--- src/hw/rtl/bfha_pkg.sv ---
// Shared constants and types of the best-fit heap allocator.
package bfha_pkg;

   localparam int MAX_BLOCKS   = 64;
   localparam int MAX_PAGES    = 256;
   localparam int PAGE_SHIFT   = 12;
   localparam int HDR_BYTES    = 16;
   localparam int IDX_W        = $clog2(MAX_BLOCKS);
   localparam int CNT_W        = IDX_W + 1;
   localparam int PAGES_W      = 9;
   localparam int SIZE_W       = 21;
   localparam int OFF_W        = 22;
   localparam int ADDR_W       = 48;
   localparam int REQ_W        = 20;
   localparam int GROW_W       = 10;

   localparam logic OP_ALLOC = 1'b0;
   localparam logic OP_FREE  = 1'b1;

   typedef struct packed {
      logic              used;
      logic [SIZE_W-1:0] size;
   } entry_type;

   typedef struct packed {
      logic             en;
      logic [IDX_W-1:0] addr;
      entry_type        data;
   } tbl_wr_type;

endpackage

--- src/hw/rtl/bfha_table_mem.sv ---
// Block table memory: one write port, one read port with registered data.
module bfha_table_mem
   import bfha_pkg::*;
(
   input  logic             clock,
   input  tbl_wr_type       wr,
   input  logic [IDX_W-1:0] rd_addr,
   output entry_type        rd_data
);

   entry_type mem [MAX_BLOCKS];
   entry_type rd_data_ff;

   always_ff @(posedge clock) begin
      if (wr.en) begin
         mem[wr.addr] <= wr.data;
      end
      rd_data_ff <= mem[rd_addr];
   end

   assign rd_data = rd_data_ff;

endmodule

--- src/hw/rtl/best_fit_heap_allocator_unit.sv ---
// Best-fit heap allocator: block table walk, split, free, and heap growth and trim control.
//
// The allocator works on one request at a time. Every operation walks the
// block table once through the table memory, one entry per cycle. An allocate
// that splits a block in the middle of the table additionally moves every
// later entry up by one place, one entry per cycle. Results leave through an
// output register, so the next request is taken while an earlier result still
// waits. heap_base must only be written while no request is in flight.
module best_fit_heap_allocator_unit
   import bfha_pkg::*;
(
   input  logic        clock,
   input  logic        reset,
   input  logic        csr_tvalid,
   output logic        csr_tready,
   input  logic [47:0] csr_tdata,   // heap_base
   input  logic        req_tvalid,
   output logic        req_tready,
   input  logic [71:0] req_tdata,   // request_size, block_address, zero fill
   input  logic        req_tuser,   // opcode
   output logic        rsp_tvalid,
   input  logic        rsp_tready,
   output logic [63:0] rsp_tdata    // payload_address, success, heap_pages_now, fill
);

   typedef enum logic [6:0] {
      S_IDLE   = 7'b0000001,
      S_SCAN   = 7'b0000010,
      S_DECIDE = 7'b0000100,
      S_SHIFT  = 7'b0001000,
      S_WR1    = 7'b0010000,
      S_WR2    = 7'b0100000,
      S_DONE   = 7'b1000000
   } state_type;

   state_type state_ff, state_in;

   logic [ADDR_W-1:0]  base_ff, base_in;
   logic [CNT_W-1:0]   count_ff, count_in;
   logic [PAGES_W-1:0] pages_ff, pages_in;
   logic               op_ff, op_in;
   logic [REQ_W-1:0]   n_ff, n_in;
   logic [ADDR_W-1:0]  addr_ff, addr_in;
   logic [CNT_W-1:0]   issue_ff, issue_in;
   logic               vld_ff, vld_in;
   logic [IDX_W-1:0]   idx_ff, idx_in;
   logic [OFF_W-1:0]   off_ff, off_in;
   logic               best_vld_ff, best_vld_in;
   logic [IDX_W-1:0]   best_idx_ff, best_idx_in;
   logic [SIZE_W-1:0]  best_size_ff, best_size_in;
   logic [OFF_W-1:0]   best_off_ff, best_off_in;
   logic               last_used_ff, last_used_in;
   logic [SIZE_W-1:0]  last_size_ff, last_size_in;
   logic               found_vld_ff, found_vld_in;
   logic [IDX_W-1:0]   found_idx_ff, found_idx_in;
   logic [SIZE_W-1:0]  found_size_ff, found_size_in;
   logic               lu_vld_ff, lu_vld_in;
   logic [IDX_W-1:0]   lu_idx_ff, lu_idx_in;
   logic [OFF_W-1:0]   t_ff, t_in;
   logic [CNT_W-1:0]   sh_ff, sh_in;
   logic               pend_ff, pend_in;
   logic [IDX_W-1:0]   pend_idx_ff, pend_idx_in;
   tbl_wr_type         w1_ff, w1_in, w2_ff, w2_in;
   logic               res_ok_ff, res_ok_in;
   logic [ADDR_W-1:0]  res_addr_ff, res_addr_in;
   logic               rsp_valid_ff, rsp_valid_in;
   logic [63:0]        rsp_data_ff, rsp_data_in;

   tbl_wr_type       wr;
   logic [IDX_W-1:0] rd_addr;
   entry_type        rd_data;

   bfha_table_mem u_mem (
      .clock   (clock),
      .wr      (wr),
      .rd_addr (rd_addr),
      .rd_data (rd_data)
   );

   // Per-entry scan terms.
   logic             fit, match, used_eff, last_entry;
   // Decision terms.
   logic [OFF_W-1:0] end_b, g_start, g_need, g_newend, t_hdr, f_newend;
   logic             split, last_free, g_fail, trim_ok, sh_active;
   logic [CNT_W-1:0] g_idx;
   logic [CNT_W:0]   g_newcnt;
   logic [GROW_W-1:0] g_grow;
   logic [PAGES_W+1:0] g_pages;
   logic [PAGES_W-1:0] f_k, f_pages;

   always_comb begin
      fit = !rd_data.used && (rd_data.size >= SIZE_W'(n_ff))
            && (!best_vld_ff || rd_data.size < best_size_ff);
      match = !found_vld_ff
              && ((base_ff + ADDR_W'(off_ff) + ADDR_W'(HDR_BYTES)) == addr_ff);
      used_eff = rd_data.used && !match;
      last_entry = ({1'b0, idx_ff} == count_ff - CNT_W'(1));

      end_b = OFF_W'(pages_ff) << PAGE_SHIFT;
      split = (OFF_W'(best_size_ff) > OFF_W'(n_ff) + OFF_W'(HDR_BYTES))
              && (count_ff != CNT_W'(MAX_BLOCKS));
      last_free = (count_ff != '0) && !last_used_ff;
      g_idx = last_free ? count_ff - CNT_W'(1) : count_ff;
      g_start = last_free ? end_b - OFF_W'(HDR_BYTES) - OFF_W'(last_size_ff) : end_b;
      g_newcnt = {1'b0, g_idx} + (CNT_W+1)'(2);
      g_need = g_start + OFF_W'(2 * HDR_BYTES) + OFF_W'(n_ff);
      g_grow = (g_need > end_b)
               ? GROW_W'((g_need - end_b + OFF_W'((1 << PAGE_SHIFT) - 1)) >> PAGE_SHIFT)
               : '0;
      g_pages = (PAGES_W+2)'(pages_ff) + (PAGES_W+2)'(g_grow);
      g_fail = (g_newcnt > (CNT_W+1)'(MAX_BLOCKS))
               || (g_pages > (PAGES_W+2)'(MAX_PAGES));
      g_newend = OFF_W'(g_pages) << PAGE_SHIFT;

      t_hdr = t_ff + OFF_W'(HDR_BYTES);
      trim_ok = (t_hdr <= end_b) && (lu_idx_ff != IDX_W'(MAX_BLOCKS - 1));
      f_k = PAGES_W'((end_b - t_hdr) >> PAGE_SHIFT);
      f_pages = pages_ff - f_k;
      f_newend = OFF_W'(f_pages) << PAGE_SHIFT;

      sh_active = sh_ff > {1'b0, best_idx_ff};
   end

   always_comb begin
      state_in = state_ff;
      base_in = base_ff;
      count_in = count_ff;
      pages_in = pages_ff;
      op_in = op_ff;
      n_in = n_ff;
      addr_in = addr_ff;
      issue_in = issue_ff;
      vld_in = 1'b0;
      idx_in = idx_ff;
      off_in = off_ff;
      best_vld_in = best_vld_ff;
      best_idx_in = best_idx_ff;
      best_size_in = best_size_ff;
      best_off_in = best_off_ff;
      last_used_in = last_used_ff;
      last_size_in = last_size_ff;
      found_vld_in = found_vld_ff;
      found_idx_in = found_idx_ff;
      found_size_in = found_size_ff;
      lu_vld_in = lu_vld_ff;
      lu_idx_in = lu_idx_ff;
      t_in = t_ff;
      sh_in = sh_ff;
      pend_in = 1'b0;
      pend_idx_in = pend_idx_ff;
      w1_in = w1_ff;
      w2_in = w2_ff;
      res_ok_in = res_ok_ff;
      res_addr_in = res_addr_ff;
      rsp_valid_in = rsp_valid_ff && !rsp_tready;
      rsp_data_in = rsp_data_ff;
      wr = '0;
      rd_addr = issue_ff[IDX_W-1:0];

      if (csr_tvalid) begin
         base_in = csr_tdata;
      end

      unique case (state_ff)
         S_IDLE: begin
            if (req_tvalid) begin
               op_in = req_tuser;
               n_in = req_tdata[REQ_W-1:0];
               addr_in = req_tdata[REQ_W+ADDR_W-1:REQ_W];
               issue_in = '0;
               off_in = '0;
               best_vld_in = 1'b0;
               found_vld_in = 1'b0;
               lu_vld_in = 1'b0;
               last_used_in = 1'b0;
               state_in = (count_ff == '0) ? S_DECIDE : S_SCAN;
            end
         end
         S_SCAN: begin
            if (issue_ff < count_ff) begin
               vld_in = 1'b1;
               idx_in = issue_ff[IDX_W-1:0];
               issue_in = issue_ff + CNT_W'(1);
            end
            if (vld_ff) begin
               off_in = off_ff + OFF_W'(rd_data.size) + OFF_W'(HDR_BYTES);
               last_used_in = rd_data.used;
               last_size_in = rd_data.size;
               if (fit) begin
                  best_vld_in = 1'b1;
                  best_idx_in = idx_ff;
                  best_size_in = rd_data.size;
                  best_off_in = off_ff;
               end
               if (match) begin
                  found_vld_in = 1'b1;
                  found_idx_in = idx_ff;
                  found_size_in = rd_data.size;
               end
               if (used_eff) begin
                  lu_vld_in = 1'b1;
                  lu_idx_in = idx_ff;
                  t_in = off_ff + OFF_W'(rd_data.size) + OFF_W'(HDR_BYTES);
               end
               if (last_entry) begin
                  state_in = S_DECIDE;
               end
            end
         end
         S_DECIDE: begin
            w2_in.en = 1'b0;
            res_ok_in = 1'b1;
            res_addr_in = '0;
            if (op_ff == OP_ALLOC) begin
               if (best_vld_ff) begin
                  res_addr_in = base_ff + ADDR_W'(best_off_ff) + ADDR_W'(HDR_BYTES);
                  state_in = S_WR1;
                  if (split) begin
                     count_in = count_ff + CNT_W'(1);
                     w1_in = '{en: 1'b1, addr: best_idx_ff,
                               data: '{used: 1'b1, size: SIZE_W'(n_ff)}};
                     w2_in = '{en: 1'b1, addr: best_idx_ff + IDX_W'(1),
                               data: '{used: 1'b0, size: best_size_ff - SIZE_W'(n_ff)
                                                         - SIZE_W'(HDR_BYTES)}};
                     if ({1'b0, best_idx_ff} + CNT_W'(1) < count_ff) begin
                        sh_in = count_ff - CNT_W'(1);
                        state_in = S_SHIFT;
                     end
                  end else begin
                     w1_in = '{en: 1'b1, addr: best_idx_ff,
                               data: '{used: 1'b1, size: best_size_ff}};
                  end
               end else if (g_fail) begin
                  res_ok_in = 1'b0;
                  state_in = S_DONE;
               end else begin
                  pages_in = PAGES_W'(g_pages);
                  count_in = CNT_W'(g_newcnt);
                  res_addr_in = base_ff + ADDR_W'(g_start) + ADDR_W'(HDR_BYTES);
                  w1_in = '{en: 1'b1, addr: g_idx[IDX_W-1:0],
                            data: '{used: 1'b1, size: SIZE_W'(n_ff)}};
                  w2_in = '{en: 1'b1, addr: g_idx[IDX_W-1:0] + IDX_W'(1),
                            data: '{used: 1'b0, size: SIZE_W'(g_newend - g_need)}};
                  state_in = S_WR1;
               end
            end else begin
               if (!found_vld_ff) begin
                  res_ok_in = 1'b0;
                  state_in = S_DONE;
               end else begin
                  w1_in = '{en: 1'b1, addr: found_idx_ff,
                            data: '{used: 1'b0, size: found_size_ff}};
                  state_in = S_WR1;
                  if (!lu_vld_ff) begin
                     count_in = '0;
                     pages_in = '0;
                  end else if (trim_ok) begin
                     pages_in = f_pages;
                     count_in = CNT_W'(lu_idx_ff) + CNT_W'(2);
                     w2_in = '{en: 1'b1, addr: lu_idx_ff + IDX_W'(1),
                               data: '{used: 1'b0, size: SIZE_W'(f_newend - t_hdr)}};
                  end
               end
            end
         end
         S_SHIFT: begin
            // Entries move up one place, top first; each entry is written in the cycle after its read.
            rd_addr = sh_ff[IDX_W-1:0];
            if (sh_active) begin
               pend_in = 1'b1;
               pend_idx_in = sh_ff[IDX_W-1:0];
               sh_in = sh_ff - CNT_W'(1);
            end
            if (pend_ff) begin
               wr = '{en: 1'b1, addr: pend_idx_ff + IDX_W'(1), data: rd_data};
            end
            if (!sh_active && !pend_ff) begin
               state_in = S_WR1;
            end
         end
         S_WR1: begin
            wr = w1_ff;
            state_in = w2_ff.en ? S_WR2 : S_DONE;
         end
         S_WR2: begin
            wr = w2_ff;
            state_in = S_DONE;
         end
         S_DONE: begin
            if (!rsp_valid_ff || rsp_tready) begin
               rsp_valid_in = 1'b1;
               rsp_data_in = {6'b0, pages_ff, res_ok_ff, res_addr_ff};
               state_in = S_IDLE;
            end
         end
         default: begin
            state_in = S_IDLE;
         end
      endcase
   end

   always_ff @(posedge clock) begin
      if (reset) begin
         state_ff <= S_IDLE;
         base_ff <= '0;
         count_ff <= '0;
         pages_ff <= '0;
         vld_ff <= 1'b0;
         pend_ff <= 1'b0;
         rsp_valid_ff <= 1'b0;
      end else begin
         state_ff <= state_in;
         base_ff <= base_in;
         count_ff <= count_in;
         pages_ff <= pages_in;
         vld_ff <= vld_in;
         pend_ff <= pend_in;
         rsp_valid_ff <= rsp_valid_in;
      end
      op_ff <= op_in;
      n_ff <= n_in;
      addr_ff <= addr_in;
      issue_ff <= issue_in;
      idx_ff <= idx_in;
      off_ff <= off_in;
      best_vld_ff <= best_vld_in;
      best_idx_ff <= best_idx_in;
      best_size_ff <= best_size_in;
      best_off_ff <= best_off_in;
      last_used_ff <= last_used_in;
      last_size_ff <= last_size_in;
      found_vld_ff <= found_vld_in;
      found_idx_ff <= found_idx_in;
      found_size_ff <= found_size_in;
      lu_vld_ff <= lu_vld_in;
      lu_idx_ff <= lu_idx_in;
      t_ff <= t_in;
      sh_ff <= sh_in;
      pend_idx_ff <= pend_idx_in;
      w1_ff <= w1_in;
      w2_ff <= w2_in;
      res_ok_ff <= res_ok_in;
      res_addr_ff <= res_addr_in;
      rsp_data_ff <= rsp_data_in;
   end

   assign csr_tready = 1'b1;
   assign req_tready = (state_ff == S_IDLE);
   assign rsp_tvalid = rsp_valid_ff;
   assign rsp_tdata  = rsp_data_ff;

endmodule

--- config.mk ---
export PLATFORM = sky130hd
export DESIGN_NAME = best_fit_heap_allocator_unit
export DESIGN_NICKNAME = d
export VERILOG_FILES = /design/src/hw/rtl/bfha_pkg.sv /design/src/hw/rtl/bfha_table_mem.sv /design/src/hw/rtl/best_fit_heap_allocator_unit.sv
export SDC_FILE = /design/constraint.sdc
export NUM_CORES = 2
export LEC_CHECK = 0
export BUFFER_PORTS_ARGS = -buffer_cell sky130_fd_sc_hd__buf_2
export CAP_MARGIN = 20
export CORE_MARGIN = 5
export CORE_UTILIZATION = 40
export DETAILED_ROUTE_END_ITERATION = 16
export HOLD_SLACK_MARGIN = 0.15
export PLACE_DENSITY = 0.61
export SYNTH_ARGS = -nofsm -noshare
export SYNTH_HDL_FRONTEND = slang
export SYNTH_SLANG_ARGS = --single-unit
--- constraint.sdc ---
create_clock -name clock -period 17 [get_ports clock]
set_input_delay 3.4 -clock clock [delete_from_list [all_inputs] [get_ports clock]]
set_output_delay 3.4 -clock clock [all_outputs]
set_load 0.02 [all_outputs]
==> impl_metrics.json <==
{
  "run_status": "completed",
  "drtIter0Drc": 5615,
  "synth_compound_area_share_pct": 13.72,
  "timing.setup.tns_ns": 0,
  "synth-simple-area-share_pct": 10.69,
  "cts.sinks": 1913,
  "area_growth_pct": 12.25,
  "setup_violations": 0,
  "fill_cells": 20456,
  "rsz0062_at_grt": "no",
  "synth_top_family_by_area": "compound AO/OA/AOI/OAI gates",
  "maxCapViolCount": 0,
  "routed_wl_mm": 252.9,
  "antenna_found_initial": 14,
  "grt_pass1_wl_mm": 373.2,
  "cts-root-buf": "clkbuf_16",
  "die_y_um": 486.8,
  "cts_resized": 0,
  "die_w_um": 486.8,
  "crit_type": "reg2reg",
  "ios": 193,
  "timing.rr.start": "count_ff[0]",
  "power_mw": 14.87,
  "crit_top_cell": "ha_1",
  "ys_ff_latch": 1913,
  "synth_top_area_cell": "edfxtp_1",
  "required_ns": 17.65,
  "period_share_pct": 66.65,
  "synthMuxAreaShare_pct": 0.8710,
  "synth_top_flop_cell": "edfxtp_1",
  "maxSlewViolCount": 0,
  "syn_avg_cell_area_um2": 12.30,
  "top_usage_layer": "met2",
  "worstHoldStart": "res_addr_ff[25]",
  "cp_max_fo": 14,
  "synth_warnings": 0,
  "synth_xor_xnor_area_share_pct": 3.121,
  "synthArstFlopShare_pct": 0,
  "ys_top_cells_by_area": "edfxtp_1, ha_1, a211oi_1, nand2_1, and2_1",
  "instances_no_fill": 10674,
  "synth_cell_types": 91,
  "clock_latency_ns": 0.85,
  "critical-path-top-delay-family": "compound AO/OA/AOI/OAI gates",
  "viasPerCell": 5.645,
  "grtUsageMet1_pct": 28.78,
  "core_region_area_mm2": 0.2268,
  "place_congestion": 0.9187,
  "met3_usage_pct": 2.917,
  "r2r_end": "res_addr_ff[36]",
  "dp_cells": 10300,
  "rows": 175,
  "cts_tree": "done",
  "ys_seq_area_share_pct": 62.12,
  "start_kind": "flop",
  "clock_path_buffers": 3,
  "dieArea_mm2": 0.2370,
  "grtUsageMet2_pct": 33.71,
  "irDropWorstVdd_mv": 0.2640,
  "yosys-top-cells-count": "edfxtp_1, nand2_1, a211oi_1",
  "nNetsFinal": 8091,
  "synthAdderAreaFrac_pct": 6.657,
  "port_buffers": 181,
  "arrival_ns": 11.98,
  "endpoint_kind": "flop",
  "leakage_nw": 34.30,
  "worst_pin_slew_ns": 1.190,
  "htreeDepth": 4,
  "cp.buffers_inverters": 4,
  "cts_buffers": 194,
  "first_global_vias": 58007,
  "p_per_area_mw_per_mm2": 145.7,
  "synth_most_common_cell": "edfxtp_1",
  "first_pass_iters": 6,
  "synthesis.area_mm2": 0.09093,
  "gr-total-overflow": 0,
  "slew-limit-headroom_pct": 20.65,
  "final_antenna_net_count": 0,
  "hold_slack_ns": 0.4164,
  "drc": 0,
  "final_hold_viol_count": 0,
  "dpl.hpwl_mm": 160.6,
  "start_util_pct": 40.08,
  "fmax_mhz": 88.26,
  "netlist.area_leader.share_pct": 60.00,
  "min_period_ns": 11.33,
  "holdBufCountCts": 0,
  "worst_clock_skew_ns": 0.06510,
  "path_clk_slew_ns": 0.06,
  "post-cts-setup-buffer-count": 0,
  "cpPeakStageDelay_ns": 0.81,
  "drive_gt1_share_pct": 9.745,
  "grt_usage_pct": 20.71,
  "cp_slowest_cell": "nor3_4",
  "hold_path.class": "reg2reg",
  "wl_per_cell_um": 23.70,
  "grt_max_degree": 198,
  "synth_edf_count": 1817,
  "r2r_setup_slack_ns": 5.67,
  "rr_worst_depth": 43,
  "hold_end": "rsp_tdata[25]",
  "num_vias": 60257,
  "synthCells": 7390,
  "holdPathStages": 0
}
-- per-stage QoR --
step,cell area (µm²),worst slack (ns),util [%]
floorplan,90950,6.805,-
global placement,95590,5.827,42.14
detailed placement,95590,5.717,42.14
CTS,102000,5.644,44.97
global route,102100,4.892,44.99
finish,102100,5.670,44.99
-- sequential cells by signal (all words and copies together) (netlist names), 21 cells and up --
| register | count |
|---|---|
| u_mem.mem | 1408 |
| rsp_tdata | 58 |
| addr_ff | 48 |
| base_ff | 48 |
| res_addr_ff | 48 |
| w1_ff | 28 |
| w2_ff | 28 |
| best_off_ff | 22 |
| off_ff | 22 |
| t_ff | 22 |
| u_mem.rd_data | 22 |
| best_size_ff | 21 |
| found_size_ff | 21 |
| last_size_ff | 21 |
-- routing by layer --
metal	up-vias	part of all wire [%]	routed length (µm)
met4	0	3.2	8091
li1	27991	-	-
met2	1929	47	118600
met5	-	0	0
met3	359	6.0	15220
met1	29978	44	111100
-- logic make-up (layout without fill, tap and decap cells) --
logic type               Yosys count  after routing
AO/OA/AOI/OAI                   1842           1842
other                              2             17
AND/OR/NAND/NOR                 2086           2086
buffers and inverters            669            929
flip-flops                      1913           1913
multiplexers                      78             78
adder cells (fa/ha/maj)          476            476
XOR/XNOR                         324            324
-- worst register-to-register path, delay by kind of cell (launching register included) --
kind,cells,cell delay [ns]
AO/OA/AOI/OAI,16,3.82
XOR/XNOR,2,0.51
adder cells (fa/ha/maj),6,1.62
buffers and inverters,4,0.76
flip-flops,1,0.45
multiplexers,1,0.25
AND/OR/NAND/NOR,14,3.74
-- where the power goes --
| group | internal (mW) | switching, mW |
|---|---|---|
| logic | 1.72 | 3.24 |
| clock network | 2.42 | 1.87 |
| registers | 5.37 | 0.253 |
| total | 9.51 | 5.36 |
-- final cells by class --
type | instances | area, µm² | area share, %
Sequential cell | 1913 | 56480 | 55.34
Multi-Input combinational cell | 4813 | 32420 | 31.76
Clock buffer | 235 | 5101 | 4.998
Tap cell | 3009 | 3765 | 3.689
Timing Repair Buffer | 311 | 1994 | 1.954
Clock inverter | 127 | 1319 | 1.292
Inverter | 256 | 962.2 | 0.9427
Antenna cell | 10 | 25.02 | 0.02452
-- cell usage in the layout, fill, tap and decap left out, types with 24 or more instances in the layout --
cell and count:
nor3_1 72, buf_4 120, nand2_1 925, and2_0 39
xor2_1 120, clkinv_1 39, nand4_1 41, clkinv_2 37
and3_1 30, a31oi_1 197, ha_1 463, nor2_2 40
buf_2 181, nand2b_1 35, nand3_1 88, clkbuf_1 34
o21a_1 29, a21oi_1 402, nor2_1 277, a311oi_1 179
o21ai_0 197, xnor2_1 204, a21o_1 91, a22oi_1 46
inv_1 249, and2_1 352, clkbuf_16 196, a211oi_1 539
mux2i_1 66, dfxtp_1 96, nor2_4 29, edfxtp_1 1817
o21bai_1 31, or3_1 24, nor2b_1 38
-- how the worst max path moves through the flow --
stage	startpoint	to	slack (ns)	depth (start not counted)
after global routing	count_ff[0]	res_addr_ff[36]	4.89	43
after CTS	count_ff[0]	res_addr_ff[46]	5.64	43
after detailed placement	count_ff[0]	res_addr_ff[46]	5.72	43
final	count_ff[0]	res_addr_ff[36]	5.67	43
after global placement	count_ff[0]	res_addr_ff[46]	5.83	43
after floorplan	count_ff[0]	w2_ff[0]	6.81	41
No activity file was read; power rests on OpenSTA's default activity.
